[config.mk]
export PLATFORM = sky130hd
export DESIGN_NAME = isotp_frame_receiver_flat
export DESIGN_NICKNAME = d
export VERILOG_FILES = /design/src/rtl/core/isotp_pkg.sv /design/src/rtl/core/isotp_frame_if.sv /design/src/rtl/core/isotp_result_if.sv /design/src/rtl/core/isotp_frame_receiver.sv /design/src/rtl/core/isotp_rx_decode.sv /design/src/rtl/core/isotp_rx_serial.sv /design/src/flat_wrapper.sv
export SDC_FILE = /design/constraint.sdc
export NUM_CORES = 1
export LEC_CHECK = 0
export BUFFER_PORTS_ARGS = -buffer_cell sky130_fd_sc_hd__buf_2
export CAP_MARGIN = 20
export CELL_PAD_IN_SITES_DETAIL_PLACEMENT = 2
export CELL_PAD_IN_SITES_GLOBAL_PLACEMENT = 2
export CORE_MARGIN = 1.5
export CORE_UTILIZATION = 41
export CTS_CLUSTER_DIAMETER = 50
export DETAILED_ROUTE_END_ITERATION = 16
export PLACE_DENSITY = 0.87
export SLEW_MARGIN = 20
export SYNTH_ARGS = -nofsm -noshare
export SYNTH_HDL_FRONTEND = slang
export SYNTH_SLANG_ARGS = --single-unit
[constraint.sdc]
create_clock -name clk_i -period 5.4 [get_ports clk_i]
set_input_delay 0.54 -clock clk_i [delete_from_list [all_inputs] [get_ports clk_i]]
set_output_delay 0.54 -clock clk_i [all_outputs]
set_load 0.01 [all_outputs]
[src/rtl/core/isotp_pkg.sv]
// Shared types and constants of the ISO-TP frame receiver.
package isotp_pkg;

  localparam int FRAME_BYTES = 8;
  localparam int HEADER_LEN  = 3;
  localparam int CF_BYTES    = 7;
  localparam int MAX_RESULTS = HEADER_LEN + CF_BYTES;

  localparam logic [28:0] FC_OFFSET     = 29'h8;
  localparam logic [3:0]  FC_LEN_PADDED = 4'd8;
  localparam logic [3:0]  FC_LEN_SHORT  = 4'd1;
  localparam logic [3:0]  FF_BYTES      = 4'(FRAME_BYTES - 2);

  typedef enum logic [3:0] {
    PCI_SF     = 4'd0,
    PCI_FIRST  = 4'd1,
    PCI_CONSEC = 4'd2
  } pci_e;

  typedef enum logic [1:0] {
    KIND_NONE = 2'd0,
    KIND_BYTE = 2'd1,
    KIND_FC   = 2'd2,
    KIND_ERR  = 2'd3
  } kind_e;

  typedef enum logic [1:0] {
    CFG_RX_ID    = 2'd0,
    CFG_PAD      = 2'd1,
    CFG_MAX_SIZE = 2'd2
  } cfg_idx_e;

  typedef struct packed {
    logic [28:0] frame_id;
    logic [3:0]  frame_len;
    logic [7:0]  byte0;
    logic [7:0]  byte1;
    logic [7:0]  byte2;
    logic [7:0]  byte3;
    logic [7:0]  byte4;
    logic [7:0]  byte5;
    logic [7:0]  byte6;
    logic [7:0]  byte7;
  } frame_t;

  typedef struct packed {
    logic [1:0]  kind;
    logic [7:0]  byte_value;
    logic        last;
    logic [3:0]  message_size;
    logic        done_res;
    logic        segmented;
    logic [28:0] fc_id;
    logic [3:0]  fc_length;
  } result_t;

  typedef struct packed {
    logic [3:0]                        count;
    kind_e                             first_kind;
    logic [MAX_RESULTS-1:0][7:0]       data;
    logic [3:0]                        message_size;
    logic                              done_res;
    logic                              segmented;
    logic [28:0]                       fc_id;
    logic [3:0]                        fc_length;
  } burst_t;

endpackage

[src/rtl/core/isotp_frame_if.sv]
// Valid/ready channel carrying one CAN frame per beat.
interface isotp_frame_if;
  logic               valid;
  logic               ready;
  isotp_pkg::frame_t  payload;

  modport source (output valid, output payload, input ready);
  modport sink   (input valid, input payload, output ready);
endinterface

[src/rtl/core/isotp_result_if.sv]
// Valid/ready channel carrying one receive result per beat.
interface isotp_result_if;
  logic               valid;
  logic               ready;
  isotp_pkg::result_t payload;

  modport source (output valid, output payload, input ready);
  modport sink   (input valid, input payload, output ready);
endinterface

[src/rtl/core/isotp_frame_receiver.sv]
// Top level of the ISO-TP receive block for one configured receive id.
//
// Usage:
//   frame_i carries one CAN frame per beat (id, length, eight data bytes).
//   result_o carries the results of each frame, one per beat, with last set
//   on the final result of that frame. A frame that is ignored (zero length,
//   foreign id, unknown PCI, oversized first frame) gives no results.
//   cfg_we_i/cfg_idx_i/cfg_data_i write rx_id (0), pad_frames (1) and
//   max_message_size (2) while the block is idle.
// Path: a frame passes the input register, then the burst register, then
//   the output register, from which result_o is driven.
// Throughput: one result per cycle out of the burst register while result_o is
//   not stalled, so a frame gives 1 to 10 results; an ignored frame is dropped
//   from the input register without reaching the burst register. The next frame
//   is decoded while the previous burst drains.
// Reset: clears all valids, the received and expected counts, and loads the
//   configuration defaults (rx_id 0, padding on, limit 4095).
// Stall: when result_o.ready is low the output beat holds, the burst waits,
//   and frame_i.ready drops once the input register is also full.
module isotp_frame_receiver (
  input  logic            clk_i,
  input  logic            rst_ni,
  isotp_frame_if.sink     frame_i,
  isotp_result_if.source  result_o,
  input  logic            cfg_we_i,
  input  logic [1:0]      cfg_idx_i,
  input  logic [28:0]     cfg_data_i
);

  logic               burst_valid;
  logic               burst_ready;
  isotp_pkg::burst_t  burst;

  isotp_rx_decode u_decode (
    .clk_i         (clk_i),
    .rst_ni        (rst_ni),
    .frame_i       (frame_i),
    .cfg_we_i      (cfg_we_i),
    .cfg_idx_i     (cfg_idx_i),
    .cfg_data_i    (cfg_data_i),
    .burst_ready_i (burst_ready),
    .burst_valid_o (burst_valid),
    .burst_o       (burst)
  );

  isotp_rx_serial u_serial (
    .clk_i         (clk_i),
    .rst_ni        (rst_ni),
    .burst_valid_i (burst_valid),
    .burst_i       (burst),
    .burst_ready_o (burst_ready),
    .result_o      (result_o)
  );

endmodule

[src/rtl/core/isotp_rx_decode.sv]
// Frame input register, PCI decode, reassembly state and configuration registers.
module isotp_rx_decode (
  input  logic                  clk_i,
  input  logic                  rst_ni,
  isotp_frame_if.sink           frame_i,
  input  logic                  cfg_we_i,
  input  logic [1:0]            cfg_idx_i,
  input  logic [28:0]           cfg_data_i,
  input  logic                  burst_ready_i,
  output logic                  burst_valid_o,
  output isotp_pkg::burst_t     burst_o
);

  logic                  s1_valid_q;
  isotp_pkg::frame_t     frame_q;
  logic [28:0]           rx_id_q;
  logic                  pad_q;
  logic [11:0]           max_size_q;
  logic [11:0]           rcv_q, rcv_d;
  logic [11:0]           exp_q, exp_d;
  logic [isotp_pkg::HEADER_LEN-1:0][7:0] hdr_q, hdr_d;
  logic [isotp_pkg::FRAME_BYTES-1:0][7:0] d;
  logic                  hit;
  logic                  drop;
  logic                  adv;
  logic [2:0]            plen;
  logic [11:0]           total;
  logic [11:0]           rem;
  logic [11:0]           new_rcv;
  isotp_pkg::burst_t     burst;

  assign d = {frame_q.byte7, frame_q.byte6, frame_q.byte5, frame_q.byte4,
              frame_q.byte3, frame_q.byte2, frame_q.byte1, frame_q.byte0};

  assign hit     = (frame_q.frame_len != 4'd0) && (frame_q.frame_id == rx_id_q);
  assign plen    = (d[0][3:0] > 4'd7) ? 3'd7 : d[0][2:0];
  assign total   = {d[0][3:0], d[1]};
  assign rem     = exp_q - rcv_q;
  assign new_rcv = rcv_q + rem;

  always_comb begin
    burst = '0;
    burst.first_kind = isotp_pkg::KIND_BYTE;
    drop  = 1'b1;
    hdr_d = hdr_q;
    rcv_d = rcv_q;
    exp_d = exp_q;
    if (hit) begin
      case (d[0][7:4])
        isotp_pkg::PCI_SF: begin
          drop = 1'b0;
          burst.done_res = 1'b1;
          if (plen == 3'd0) begin
            burst.count      = 4'd1;
            burst.first_kind = isotp_pkg::KIND_NONE;
          end else begin
            burst.count        = {1'b0, plen};
            burst.message_size = {1'b0, plen};
            for (int i = 0; i < isotp_pkg::CF_BYTES; i++) begin
              burst.data[i] = d[i+1];
            end
          end
        end
        isotp_pkg::PCI_FIRST: begin
          if (total <= max_size_q) begin
            drop = 1'b0;
            burst.count        = 4'(1 + isotp_pkg::FRAME_BYTES - 2);
            burst.first_kind   = isotp_pkg::KIND_FC;
            burst.message_size = isotp_pkg::FF_BYTES;
            burst.segmented    = 1'b1;
            burst.fc_id        = frame_q.frame_id - isotp_pkg::FC_OFFSET;
            burst.fc_length    = pad_q ? isotp_pkg::FC_LEN_PADDED : isotp_pkg::FC_LEN_SHORT;
            for (int i = 2; i < isotp_pkg::FRAME_BYTES; i++) begin
              burst.data[i-1] = d[i];
            end
            for (int i = 0; i < isotp_pkg::HEADER_LEN; i++) begin
              hdr_d[i] = d[i+2];
            end
            rcv_d = 12'(isotp_pkg::FF_BYTES);
            exp_d = total;
          end
        end
        isotp_pkg::PCI_CONSEC: begin
          drop = 1'b0;
          burst.segmented = 1'b1;
          if (rem > 12'(isotp_pkg::CF_BYTES)) begin
            burst.count        = 4'(isotp_pkg::CF_BYTES);
            burst.message_size = 4'(isotp_pkg::CF_BYTES);
            for (int i = 0; i < isotp_pkg::CF_BYTES; i++) begin
              burst.data[i] = d[i+1];
            end
            rcv_d = rcv_q + 12'(isotp_pkg::CF_BYTES);
          end else begin
            rcv_d = new_rcv;
            if (new_rcv != exp_q) begin
              burst.count      = 4'd1;
              burst.first_kind = isotp_pkg::KIND_ERR;
            end else begin
              burst.count        = 4'(rem[2:0]) + 4'(isotp_pkg::HEADER_LEN);
              burst.message_size = 4'(rem[2:0]) + 4'(isotp_pkg::HEADER_LEN);
              burst.done_res     = 1'b1;
              for (int i = 0; i < isotp_pkg::HEADER_LEN; i++) begin
                burst.data[i] = hdr_q[i];
              end
              for (int i = 0; i < isotp_pkg::CF_BYTES; i++) begin
                burst.data[isotp_pkg::HEADER_LEN+i] = d[i+1];
              end
            end
          end
        end
        default: begin
          drop = 1'b1;
        end
      endcase
    end
  end

  assign adv           = s1_valid_q && (drop || burst_ready_i);
  assign frame_i.ready = !s1_valid_q || adv;
  assign burst_valid_o = s1_valid_q && !drop;
  assign burst_o       = burst;

  always_ff @(posedge clk_i or negedge rst_ni) begin
    if (!rst_ni) begin
      s1_valid_q <= 1'b0;
    end else if (frame_i.ready) begin
      s1_valid_q <= frame_i.valid;
    end
  end

  always_ff @(posedge clk_i) begin
    if (frame_i.ready && frame_i.valid) begin
      frame_q <= frame_i.payload;
    end
  end

  always_ff @(posedge clk_i) begin
    if (adv && !drop) begin
      hdr_q <= hdr_d;
    end
  end

  always_ff @(posedge clk_i or negedge rst_ni) begin
    if (!rst_ni) begin
      rcv_q <= '0;
      exp_q <= '0;
    end else if (adv && !drop) begin
      rcv_q <= rcv_d;
      exp_q <= exp_d;
    end
  end

  always_ff @(posedge clk_i or negedge rst_ni) begin
    if (!rst_ni) begin
      rx_id_q    <= '0;
      pad_q      <= 1'b1;
      max_size_q <= 12'hFFF;
    end else if (cfg_we_i) begin
      case (cfg_idx_i)
        isotp_pkg::CFG_RX_ID:    rx_id_q    <= cfg_data_i;
        isotp_pkg::CFG_PAD:      pad_q      <= cfg_data_i[0];
        isotp_pkg::CFG_MAX_SIZE: max_size_q <= cfg_data_i[11:0];
        default: begin
        end
      endcase
    end
  end

endmodule

[src/rtl/core/isotp_rx_serial.sv]
// Burst register that hands out one result per beat into the output register.
module isotp_rx_serial (
  input  logic                  clk_i,
  input  logic                  rst_ni,
  input  logic                  burst_valid_i,
  input  isotp_pkg::burst_t     burst_i,
  output logic                  burst_ready_o,
  isotp_result_if.source        result_o
);

  logic                  busy_q;
  logic                  first_q;
  isotp_pkg::burst_t     burst_q;
  logic                  out_valid_q;
  isotp_pkg::result_t    out_q;
  isotp_pkg::result_t    head;
  logic                  emit;
  logic                  final_beat;

  always_comb begin
    head              = '0;
    head.kind         = first_q ? burst_q.first_kind : isotp_pkg::KIND_BYTE;
    head.byte_value   = burst_q.data[0];
    head.last         = (burst_q.count == 4'd1);
    head.message_size = burst_q.message_size;
    head.done_res     = burst_q.done_res;
    head.segmented    = burst_q.segmented;
    if (first_q && burst_q.first_kind == isotp_pkg::KIND_FC) begin
      head.fc_id     = burst_q.fc_id;
      head.fc_length = burst_q.fc_length;
    end
  end

  assign emit          = busy_q && (!out_valid_q || result_o.ready);
  assign final_beat    = emit && (burst_q.count == 4'd1);
  assign burst_ready_o = !busy_q || final_beat;

  always_ff @(posedge clk_i or negedge rst_ni) begin
    if (!rst_ni) begin
      busy_q  <= 1'b0;
      first_q <= 1'b0;
    end else if (burst_ready_o) begin
      busy_q  <= burst_valid_i;
      first_q <= 1'b1;
    end else if (emit) begin
      first_q <= 1'b0;
    end
  end

  always_ff @(posedge clk_i) begin
    if (burst_ready_o && burst_valid_i) begin
      burst_q <= burst_i;
    end else if (emit) begin
      burst_q.count <= burst_q.count - 4'd1;
      burst_q.data  <= {8'h00, burst_q.data[isotp_pkg::MAX_RESULTS-1:1]};
    end
  end

  always_ff @(posedge clk_i or negedge rst_ni) begin
    if (!rst_ni) begin
      out_valid_q <= 1'b0;
    end else if (emit) begin
      out_valid_q <= 1'b1;
    end else if (result_o.ready) begin
      out_valid_q <= 1'b0;
    end
  end

  always_ff @(posedge clk_i) begin
    if (emit) begin
      out_q <= head;
    end
  end

  assign result_o.valid   = out_valid_q;
  assign result_o.payload = out_q;

endmodule

[src/flat_wrapper.sv]
// flat-port wrapper written by rule: the top's interface ports become plain ports
module isotp_frame_receiver_flat 
  (clk_i, rst_ni, cfg_we_i, cfg_idx_i, cfg_data_i, frame_i_valid, frame_i_payload, frame_i_ready, result_o_valid, result_o_payload, result_o_ready);
  isotp_frame_if frame_i_i ();
  isotp_result_if result_o_i ();
  input  logic clk_i;
  input  logic rst_ni;
  input  logic cfg_we_i;
  input  logic [1:0] cfg_idx_i;
  input  logic [28:0] cfg_data_i;
  input wire logic [$bits(frame_i_i.valid)-1:0] frame_i_valid;
  input wire logic [$bits(frame_i_i.payload)-1:0] frame_i_payload;
  output wire logic [$bits(frame_i_i.ready)-1:0] frame_i_ready;
  output wire logic [$bits(result_o_i.valid)-1:0] result_o_valid;
  output wire logic [$bits(result_o_i.payload)-1:0] result_o_payload;
  input wire logic [$bits(result_o_i.ready)-1:0] result_o_ready;
  assign frame_i_i.valid = frame_i_valid;
  assign frame_i_i.payload = frame_i_payload;
  assign frame_i_ready = frame_i_i.ready;
  assign result_o_valid = result_o_i.valid;
  assign result_o_payload = result_o_i.payload;
  assign result_o_i.ready = result_o_ready;
  isotp_frame_receiver u_core (.clk_i(clk_i), .rst_ni(rst_ni), .frame_i(frame_i_i), .result_o(result_o_i), .cfg_we_i(cfg_we_i), .cfg_idx_i(cfg_idx_i), .cfg_data_i(cfg_data_i));
endmodule
==> results by group, run 1 <==
CTS
  • Hold buffers post-CTS: 0
  • CTS sink count: between 300 and 400
  • Clock root buffer: clkbuf_16
  • Worst-Skew Late Latency: 600 ps
  • Clock transition at path regs: roughly 60 ps
  • CTS tree: done
  • Total CTS buffers: 46
  • Clk buf depth: 3
  • Htree depth: 2

Worst setup path
  • Crit-path max cell delay: between 400 and 500 ps
  • CP cell instances: inv_2 > ha_2 > inv_1 > fa_2 > a211o_1 > o211ai_1 > a211oi_2 > or3_4 > and2_4 > ha_4 > xor2_4 > o211ai_1 > a2111oi_2 > nand4_1 > nor4_4 > nand4_1 > or2_2 > nand3b_1 > a21oi_1
  • Crit. End Element: register
  • Reg2reg end: u_core.u_serial.burst_q[34]
  • FF-to-FF Start: u_core.u_decode.exp_q[0]
  • Crit path arrival time: between 5000 and 6000 ps
  • Reg2reg path depth: 19
  • Critical path launch point type: register
  • CP Class: reg2reg
  • Internal reg-to-reg setup slack: roughly 190 ps
  • CP max-delay cell: a2111oi_2
  • CP max FO: 3
  • Worst Path Required: approximately 5700 ps

Synthesis
  • Mapped Area: between 0.015 and 0.02 mm²
  • Yosys top cell by area: edfxtp_1
  • Post-synth cell types: 77
  • Sequential area share after synthesis: 0.6423
  • Number of warnings issued by yosys: 0
  • FFs w/ async S/R, synth: 0.1934
  • Synthesized area per cell: approximately 13 µm²
  • Synth top area share: 0.5346
  • Cells after Synth: about 1,200
  • EDFF count, synth: 292
  • Seq cells post-synth: ~360
  • Synth area leaders: edfxtp_1 53%, dfrtp_1 8.7%, mux2_2 3.6%
  • Top_reg_cell synth: edfxtp_1

Global route
  • Initial antenna violation count: 3
  • GRT Residual Overflow: 0
  • Vias in the first global route: about 13,000
  • Largest net degree at the start of global routing: 76
  • Gr usage total: 0.2820
  • First-pass GRT wire length: roughly 86,000 µm

STA
  • Least-Margin Pin Slew: roughly 1100 ps
  • Fin. Hold Viols: 0
  • Top achievable clock speed: 191.8 MHz
  • Max-slew violations: 0
  • Final worst path period share: 0.9655
  • Worst Setup Slack, final: ~190 ps
  • Final min period: 5214 ps
  • Slew HR: 0.2938
  • Worst Skew: 39.99 ps
  • Final setup vio count: 0

Floorplanning
  • Total die area: 0.04122 mm²
  • Starting Density: 0.4138
  • Overall die width: slightly above 200 µm
  • Row cnt: 73
  • Std-Cell Core Area: around 0.040 mm²
  • Die Span Y: approximately 200 µm
  • Io pins: ~190

Drt
  • Antenna Violating Nets Remaining: 0
  • WL/cell: between 20 and 30 µm
  • DRT Wirelength: 57,900 µm
  • Vias: 11,642
  • Starting DRC count in detailed routing: 732
  • Final routed DRC violation total: 0
  • Vias per cell: ~5.8
  • First drt pass iteration count: 5

Min path
  • Hold Crit Start: frame_i_payload[95]
  • Hold path depth: 1
  • Worst hold path class: in2reg
  • Hold Path End: u_core.u_decode.frame_q[95]

Power and ir drop
  • Power per Cell Area: 409.6 mW/mm²
  • Lkg Pwr: 7.770 nW
  • Max IR drop VDD: 0.3080 mV

Place
  • Post-place setup slack: -186.8 ps
  • Cell Count Post-Placement: about 1,900
  • GP Congestion: 0.9131
  • Port Buffers: 182
  • DP Wirelength: between 30,000 and 40,000 µm

Final layout
  • Nets: 1,630
  • Non-Filler Instances: between 2,000 and 2,500
  • Most frequent cells in the layout: 292 x edfxtp_1, 182 x buf_2, 75 x o21ai_0, 70 x nand2_1, 69 x nor2_1
  • Layout cells sized above 1: 0.2611
  • # fillers: 3,811
  • Footprint of the multi-input gates: 0.005527 mm²
  • Storage element area: about 0.011 mm²
  • Syn-to-layout area delta: 20.48%
  • Most common cell after layout, fill and taps aside: edfxtp_1

Flow run
  • Max cap viols: 0

Status
  • Outcome: completed
sequential cells by signal, summed over array words and instances (netlist names), 24 cells and up:
name	cells
u_core.u_decode.hdr_q	24
u_core.u_serial.burst_q	123
u_core.u_decode.d	64
u_core.u_decode.frame_q	33
u_core.u_decode.rx_id_q	29
u_core.u_serial.result_o.payload	48
per-layer routing:
layer	GRT usage	wire length, µm	vias to the layer above
li1	-	-	5060
met2	0.5176	30600	429
met5	0	0	-
met1	0.3181	21960	5982
met3	0.05008	2637	171
met4	0.1270	2696	0
what timing repair did:
item,CTS,global route
pin swaps,4,12
hold endpoints to repair,0,0
gates cloned,1,0
gates resized for setup,5,18
endpoints found under the setup margin,90,87
buffers inserted,2,8
worst max-delay path, delay by kind of cell, from the launching register on:
family                     cells  cell delay [ps]
xor gates and xnor gates       1              170
AOI/OAI and AO/OA              6             1570
and+or+nand+nor                7             1800
DFF                            1              400
buffers and inverters          2              150
adders and majority gates      3              860
stage by stage:
| step | power, W | cell area (µm²) | TNS [ps] | utilization | hold WS [ps] |
|---|---|---|---|---|---|
| 4_1_cts | 0.008160 | 19650 | 0 | 0.4956 | 97.82 |
| 5_1_grt | 0.008346 | 19760 | -175.0 | 0.4985 | 110.3 |
| 3_5_place_dp | 0.004856 | 18020 | -2716 | 0.4545 | 411.1 |
| 2_1_floorplan | 0.004367 | 16410 | 0 | - | 244.4 |
| 6_report | 0.008095 | 19760 | 0 | 0.4985 | 122.5 |
| 3_3_place_gp | 0.004707 | 18020 | 0 | 0.4545 | 404.6 |
final cells by class:
cell class	count	area share
Clock buffer	64	0.06534
Inverter	64	0.01216
Antenna cell	3	0.0003799
Sequential cell	362	0.5332
Timing Repair Buffer	217	0.06255
Multi-Input combinational cell	762	0.2796
Clock inverter	21	0.01349
Tap cell	525	0.03324
synth_stat cells (29+ instances only):
master    number
ha_1          42
o21ai_0       75
a22oi_1       58
and2_1        40
inv_1         63
xnor2_1       39
edfxtp_1     292
dfrtp_1       57
nand2_1       70
a21oi_1       30
xor2_1        37
nor2_1        72
mux2_2        53
clkbuf_1      29
worst max-delay path by stage:
stage                                         to                           from  slack (ps)
floorplan           u_core.u_serial.burst_q[100]  u_core.u_decode.max_size_q[7]         560
global placement     u_core.u_serial.burst_q[89]       u_core.u_decode.exp_q[0]         230
detailed placement   u_core.u_serial.burst_q[87]       u_core.u_decode.exp_q[0]        -190
CTS                  u_core.u_serial.burst_q[70]       u_core.u_decode.exp_q[0]          30
global route         u_core.u_serial.burst_q[88]       u_core.u_decode.rcv_q[1]         -50
finish               u_core.u_serial.burst_q[34]       u_core.u_decode.exp_q[0]         190
cells by family (layout without fill, tap and decap cells):
family	count (synthesis)	count (layout)	share of synthesized area
compound gates	259	259	0.1061
simple gates	318	318	0.1016
xor+xnor	79	79	0.04485
mux	60	60	0.04066
fa+ha+maj	44	44	0.03448
flops	362	362	0.6423
buf+inv	111	366	0.02975
other cells	1	5	0.0002286
power by group:
part | internal (W) | switching (W) | total, W
sequential | 0.00361 | 0.000268 | 0.00387
clock | 0.00193 | 0.00129 | 0.00322
combinational | 0.000368 | 0.000633 | 0.00100
Power figures use the tool's default switching activity.
==> run 2, diff against run 1 <==
--- a/config.mk
+++ b/config.mk
@@ -5,15 +5,16 @@
 export SDC_FILE = /design/constraint.sdc
 export NUM_CORES = 1
 export LEC_CHECK = 0
+export ABC_CLOCK_PERIOD_IN_PS = 5400
 export BUFFER_PORTS_ARGS = -buffer_cell sky130_fd_sc_hd__buf_2
 export CAP_MARGIN = 20
-export CELL_PAD_IN_SITES_DETAIL_PLACEMENT = 2
-export CELL_PAD_IN_SITES_GLOBAL_PLACEMENT = 2
+export CELL_PAD_IN_SITES_DETAIL_PLACEMENT = 0
+export CELL_PAD_IN_SITES_GLOBAL_PLACEMENT = 1
 export CORE_MARGIN = 1.5
-export CORE_UTILIZATION = 41
+export CORE_UTILIZATION = 46
 export CTS_CLUSTER_DIAMETER = 50
 export DETAILED_ROUTE_END_ITERATION = 16
-export PLACE_DENSITY = 0.87
+export PLACE_DENSITY = 0.84
 export SLEW_MARGIN = 20
 export SYNTH_ARGS = -nofsm -noshare
 export SYNTH_HDL_FRONTEND = slang
==> run 2 against run 1 <==
  * Maximum frequency up 3.2%
  * Wire length down 35%
  * Combinational power down 11%
  * Die area down 11%
  * Clock skew down 18 ps
  * Flip-flop and latch count unchanged
  * Utilization up 5.9 points
  * Critical path depth up 2
  * Power down 7.0%
  * Largest cell class unchanged
  * Largest power group unchanged
  * Highest routed layer is now met5
==> results by group, run 2 (same netlist as run 1, synthesis figures left out) <==
Worst setup path
  • CP bufs+invs: 4
  • Internal reg-to-reg setup slack: 350 ps
  • CP max FO: 10
  • CP Class: reg2reg
  • FF-to-FF Start: u_core.u_decode.exp_q[0]
  • Crit. End Element: register
  • CP cell instances: inv_1 > ha_1 > inv_1 > fa_1 > a211o_1 > o211ai_1 > a211oi_1 > or3_1 > and2_1 > ha_4 > xor2_2 > o211ai_1 > a2111oi_2 > nand4_1 > nor4_4 > nand4_1 > nor4b_4 > buf_12 > buf_4 > a22oi_1 > o21ai_1
  • Setup crit start: u_core.u_decode.exp_q[0]
  • Crit path arrival time: around 5400 ps
  • Crit-path max cell delay: about 420 ps
  • Reg2reg path depth: 21
  • WP depth: 21
  • Worst Path Required: about 5800 ps
  • Setup crit end: u_core.u_serial.burst_q[45]
  • Reg2reg end: u_core.u_serial.burst_q[45]
  • CP max-delay cell: fa_1
  • Critical path launch point type: register
  • CP top delay family: simple AND/OR/NAND/NOR gates

CTS
  • Clk buf depth: 3
  • CTS tree: done
  • Clock transition at path regs: ~60 ps
  • Worst-Skew Late Latency: about 550 ps
  • Clock root buffer: clkbuf_16
  • Htree depth: 2
  • CTS sink count: around 360
  • Total CTS buffers: 43

Floorplanning
  • Std-Cell Core Area: roughly 0.035 mm²
  • Total die area: between 0.03 and 0.04 mm²
  • Starting Density: 0.4714
  • Row cnt: a little under 70
  • Overall die width: between 150 and 200 µm
  • Die Span Y: about 190 µm
  • Io pins: 185

Final layout
  • Final Instance Area: roughly 0.019 mm²
  • Reg with most FFs: u_core.u_serial.burst_q
  • Most common cell after layout, fill and taps aside: edfxtp_1
  • Syn-to-layout area delta: 18.20%
  • Layout cells sized above 1: 0.2464
  • Max reg flops: ~120
  • Most frequent cells in the layout: 292 x edfxtp_1, 182 x buf_2, 75 x o21ai_0, 70 x nor2_1, 70 x nand2_1
  • Nets: between 1,500 and 2,000
  • Footprint of the multi-input gates: 0.005463 mm²
  • # fillers: 2,756
  • Storage element area: approximately 0.011 mm²

Global route
  • Vias in the first global route: ~10,000
  • Initial antenna violation count: 2
  • First-pass GRT wire length: between 50,000 and 60,000 µm
  • GRT Residual Overflow: 0
  • Gr usage total: 0.2049
  • Largest net degree at the start of global routing: 75

Drt
  • Antenna Violating Nets Remaining: 0
  • Vias per cell: ~5.6
  • DRT Wirelength: 37,700 µm
  • Vias: around 11,000
  • First drt pass iteration count: 5
  • Final routed DRC violation total: 0
  • WL/cell: roughly 20 µm
  • Starting DRC count in detailed routing: 1,020

Power and ir drop
  • Power per Cell Area: ~390 mW/mm²
  • Psw: ~0.0019 W
  • Max IR drop VDD: roughly 0.38 mV
  • Lkg Pwr: between 7 and 8 nW
  • Sequential group share of total power: 0.506
  • P_int: 0.005663 W
  • Clock power share: 0.376
  • Switching share of power: 0.2481
  • Comb pwr share: 0.118

Flow run
  • Max cap viols: 0

STA
  • Final setup vio count: 0
  • Final min period: approximately 5100 ps
  • RSZ-0062 raised after global routing: no
  • Slew HR: 0.3803
  • Hold_ws: between 50 and 60 ps
  • Worst Skew: 21.85 ps
  • Final worst path period share: 0.9360
  • Fin. Hold Viols: 0
  • Max-slew violations: 0
  • Top achievable clock speed: approximately 200 MHz
  • Least-Margin Pin Slew: 921.1 ps

Place
  • Port Buffers: between 150 and 200
  • DP Wirelength: around 26,000 µm
  • Placement Cell Area: 0.01787 mm²
  • GP Congestion: 0.8947

Status
  • Outcome: completed

Min path
  • Worst hold path class: in2async
==> run 2: cell count changes in the layout (fill, tap and decap cells not counted), moves of 2 or more <==
cell       change
clkinv_2       +2
ha_1           +2
diode_2        -2
clkbuf_16      -2
buf_4         -11
ha_2           -2
bufinv_16      -3
clkbuf_1       -4
==> run 2: area by class of cell <==
class | count | area share
multi-input cells | 762 | 0.2818
clock inverters | 21 | 0.01052
clock buffers | 58 | 0.06266
inverters | 64 | 0.01239
flip-flops and latches | 362 | 0.5434
well taps | 455 | 0.02936
repair buffers | 206 | 0.05976
diodes | 1 | 0.0001291
==> run 2: worst reg2reg max path: stages (launching register included) <==
cell and delay [ps]:
dfrtp_1 380, inv_1 110, ha_1 180, inv_1 50, fa_1 420, a211o_1 330
o211ai_1 130, a211oi_1 120, or3_1 370, and2_1 220, ha_4 330, xor2_2 150
o211ai_1 110, a2111oi_2 300, nand4_1 200, nor4_4 290, nand4_1 220, nor4b_4 390
buf_12 200, buf_4 170, a22oi_1 80, o21ai_1 130
==> run 2: routing by layer <==
layer,up-vias,part of all wire,track usage
li1,5033,-,-
met1,5222,0.45,0.2989
met2,384,0.45,0.3130
met3,76,0.066,0.03508
met4,4,0.026,0.06400
met5,-,0.00056,0
==> run 2: worst min-delay path by stage <==
stage	endpoint	slack, ps	cells past startpoint
floorplan	u_core.u_decode.exp_q[0]	240	0
global placement	u_core.u_serial.result_o.payload[40]	410	0
detailed placement	u_core.u_serial.result_o.payload[40]	410	0
CTS	u_core.u_decode.rx_id_q[21]	40	1
global route	u_core.u_decode.rx_id_q[25]	90	1
finish	u_core.u_decode.rx_id_q[16]	60	1
==> run 2: timing repair <==
| item | 4_1_cts | 5_1_grt |
|---|---|---|
| pin swaps | 1 | 4 |
| cloned | 0 | 1 |
| endpoints found under the hold margin | 0 | 0 |
| gates resized for setup | 1 | 6 |
| hold buffers | 0 | 0 |
| endpoints found under the setup margin | 46 | 87 |
| buffers inserted | 1 | 3 |
==> run 2: through the flow <==
| stage | total power, W | setup slack (ps) | instances | utilization | setup TNS, ps |
|---|---|---|---|---|---|
| 5_1_grt | 0.007840 | 22.42 | 1928 | 0.5571 | 0 |
| 2_1_floorplan | 0.004367 | 557.9 | 1235 | - | 0 |
| 3_5_place_dp | 0.004754 | -54.78 | 1844 | 0.5136 | -583.1 |
| 6_report | 0.007532 | 345.8 | 1929 | 0.5572 | 0 |
| 3_3_place_gp | 0.004710 | 154.1 | 1844 | 0.5136 | 0 |
| 4_1_cts | 0.007603 | 33.87 | 1924 | 0.5547 | 0 |
==> run 2: power groups by stage <==
stage          Sequential [W]  Combinational, W  Clock [W]
3_5_place_dp          0.00386          0.000890          0
6_report              0.00381          0.000887    0.00284
4_1_cts               0.00381          0.000897    0.00290
5_1_grt               0.00385          0.000985    0.00301
3_3_place_gp          0.00385          0.000858          0
2_1_floorplan         0.00387          0.000501          0
==> run 3, diff against run 2 <==
--- a/config.mk
+++ b/config.mk
@@ -14,7 +14,8 @@
 export CORE_UTILIZATION = 46
 export CTS_CLUSTER_DIAMETER = 50
 export DETAILED_ROUTE_END_ITERATION = 16
-export PLACE_DENSITY = 0.84
+export MAX_ROUTING_LAYER = met4
+export PLACE_DENSITY_LB_ADDON = 0.1
 export SLEW_MARGIN = 20
 export SYNTH_ARGS = -nofsm -noshare
 export SYNTH_HDL_FRONTEND = slang
==> run 3 against run 2 <==
  * First-iteration DRC count is 29% lower
  * Hold slack better by 84 ps
  * Global-route usage grew 3.0 points
  * Combinational power is 2% higher
  * Utilization up 0.46 points
  * Final cell count increased by 1.4%
  * Register-to-register slack better by 20 ps
  * Clock-buffer cell count decreased by 5
  * Critical path depth decreased by 2
  * Flip-flop and latch count did not move
  * Maximum frequency increased by 0.30%
  * Critical endpoint is now u_core.u_serial.burst_q[91]
==> results by group, run 3 (same netlist as run 1, synthesis figures left out) <==
Global route
  • Gr usage total: 0.2351
  • GRT Residual Overflow: 0
  • Initial antenna violation count: 10
  • Largest net degree at the start of global routing: 77
  • First-pass GRT wire length: approximately 62,000 µm
  • Vias in the first global route: approximately 11,000

Worst setup path
  • CP top delay family: compound AO/OA/AOI/OAI gates
  • Worst Path Required: 5800 ps
  • Internal reg-to-reg setup slack: 360 ps
  • CP max FO: 13
  • Crit. End Element: register
  • CP cell instances: inv_1 > ha_1 > and2_1 > a221o_1 > a31oi_2 > or4b_1 > o2111ai_1 > ha_1 > o21ai_0 > and2_1 > and4b_1 > a311oi_1 > nand4_1 > nor4b_4 > buf_6 > buf_4 > clkbuf_16 > a22oi_1 > o21ai_0
  • CP Class: reg2reg
  • Critical path launch point type: register
  • Crit-path max cell delay: between 400 and 500 ps
  • CP max-delay cell: dfrtp_1
  • Crit path arrival time: between 5000 and 6000 ps
  • Setup crit start: u_core.u_decode.rcv_q[5]
  • CP bufs+invs: 4
  • FF-to-FF Start: u_core.u_decode.rcv_q[5]

STA
  • Final worst path period share: 0.9331
  • Slew HR: 0.3750
  • Least-Margin Pin Slew: approximately 940 ps
  • Post-Route Setup TNS: 0 ps
  • Final min period: about 5000 ps
  • Final setup vio count: 0
  • Fin. Hold Viols: 0
  • RSZ-0062 raised after global routing: no
  • Worst Skew: about 19 ps
  • Max-slew violations: 0
  • Top achievable clock speed: approximately 200 MHz

CTS
  • Clk buf depth: 3
  • CTS sink count: approximately 360
  • Clock root buffer: clkbuf_16
  • CTS tree: done
  • Clock transition at path regs: approximately 60 ps
  • Total CTS buffers: 43
  • Htree depth: 2
  • Worst-Skew Late Latency: 570 ps

Drt
  • First drt pass iteration count: 5
  • WL/cell: around 21 µm
  • Antenna Violating Nets Remaining: 0
  • Final routed DRC violation total: 0
  • Starting DRC count in detailed routing: between 700 and 800
  • Vias per cell: 5.491
  • Vias: roughly 11,000
  • DRT Wirelength: between 40,000 and 50,000 µm

Floorplanning
  • Std-Cell Core Area: between 0.03 and 0.04 mm²
  • Starting Density: 0.4714
  • Die Span Y: approximately 190 µm
  • Overall die width: between 150 and 200 µm
  • Row cnt: about 70
  • Total die area: ~0.037 mm²
  • Io pins: between 150 and 200

Final layout
  • Layout cells sized above 1: 0.2529
  • Final Instance Area: between 0.015 and 0.02 mm²
  • Syn-to-layout area delta: 19.17%
  • Footprint of the multi-input gates: 0.005443 mm²
  • Nets: ~1,600
  • Storage element area: between 0.01 and 0.015 mm²
  • Reg with most FFs: u_core.u_serial.burst_q
  • Most common cell after layout, fill and taps aside: edfxtp_1
  • Finished Core Util: 0.5617
  • Max reg flops: between 100 and 150
  • # fillers: a little under 3,000
  • Most frequent cells in the layout: 292 x edfxtp_1, 181 x buf_2, 75 x o21ai_0, 70 x nor2_1, 70 x nand2_1

Status
  • Outcome: completed

Power and ir drop
  • Comb pwr share: 0.120
  • Clock power share: 0.373
  • Max IR drop VDD: about 0.27 mV
  • Lkg Pwr: 7.738 nW
  • P_int: 0.005621 W
  • Switching share of power: 0.2519
  • Sequential group share of total power: 0.507
  • Psw: ~0.0019 W
  • Power per Cell Area: around 380 mW/mm²

Place
  • GP Congestion: 0.8685
  • DP Wirelength: around 29,000 µm
  • Placement Cell Area: roughly 0.018 mm²
  • Port Buffers: roughly 180

Min path
  • Worst hold path class: in2reg
  • Hold Crit Start: frame_i_payload[82]

Flow run
  • Max cap viols: 0
run 3: cell types whose count changed in the layout (fill, tap and decap cells not counted), moves of 3 or more:
cell      before  now
buf_4         19   31
clkbuf_8       4    1
clkinv_1       3    9
clkinv_2       6    9
diode_2        1   10
inv_8          3    0
run 3: final timing paths:
path / end / depth (start not counted)
min: u_core.u_decode.frame_q[82] / 1
max reg2reg: u_core.u_serial.burst_q[91] / 19
max: u_core.u_serial.burst_q[91] / 19
min in group asynchronous: u_core.u_decode.rcv_q[8] / 2
min reg2reg: u_core.u_serial.result_o.payload[46] / 0
max in group asynchronous: u_core.u_decode.max_size_q[2] / 3
run 3: area by class of cell:
cell class | count | area share
well taps | 455 | 0.02912
repair buffers | 223 | 0.06945
flip-flops and latches | 362 | 0.5390
multi-input cells | 762 | 0.2784
clock inverters | 27 | 0.01075
clock buffers | 53 | 0.05966
inverters | 64 | 0.01229
diodes | 10 | 0.001280
run 3: metal layers:
layer,global-route usage,share of wire,vias up
li1,-,-,5094
met1,0.3253,0.46,5268
met2,0.3509,0.45,310
met3,0.04257,0.059,68
met4,0.07843,0.026,0
met5,-,0,-
run 3: power groups by stage:
stage	Combinational [W]	Clock [W]	Sequential (W)
global route	0.000999	0.00296	0.00385
detailed placement	0.000913	0	0.00386
finish	0.000904	0.00280	0.00381
CTS	0.000915	0.00286	0.00381
global placement	0.000890	0	0.00385
floorplan	0.000501	0	0.00387
run 3: through the flow:
step	hold slack, ps	setup slack (ps)	power (W)	std cells
2_1_floorplan	244.4	557.9	0.004367	1235
3_3_place_gp	403.5	231.1	0.004742	1860
3_5_place_dp	404.5	38.06	0.004774	1860
4_1_cts	104.5	35.36	0.007585	1940
5_1_grt	126.8	19.50	0.007802	1955
6_report	140.2	361.1	0.007513	1956
run 3: timing repair:
item,CTS,global route
buffers inserted,0,2
endpoints found under the setup margin,1,87
hold buffers,0,1
resized for setup,1,5
hold endpoints to repair,0,16
cloned,0,2
pin swaps,0,4
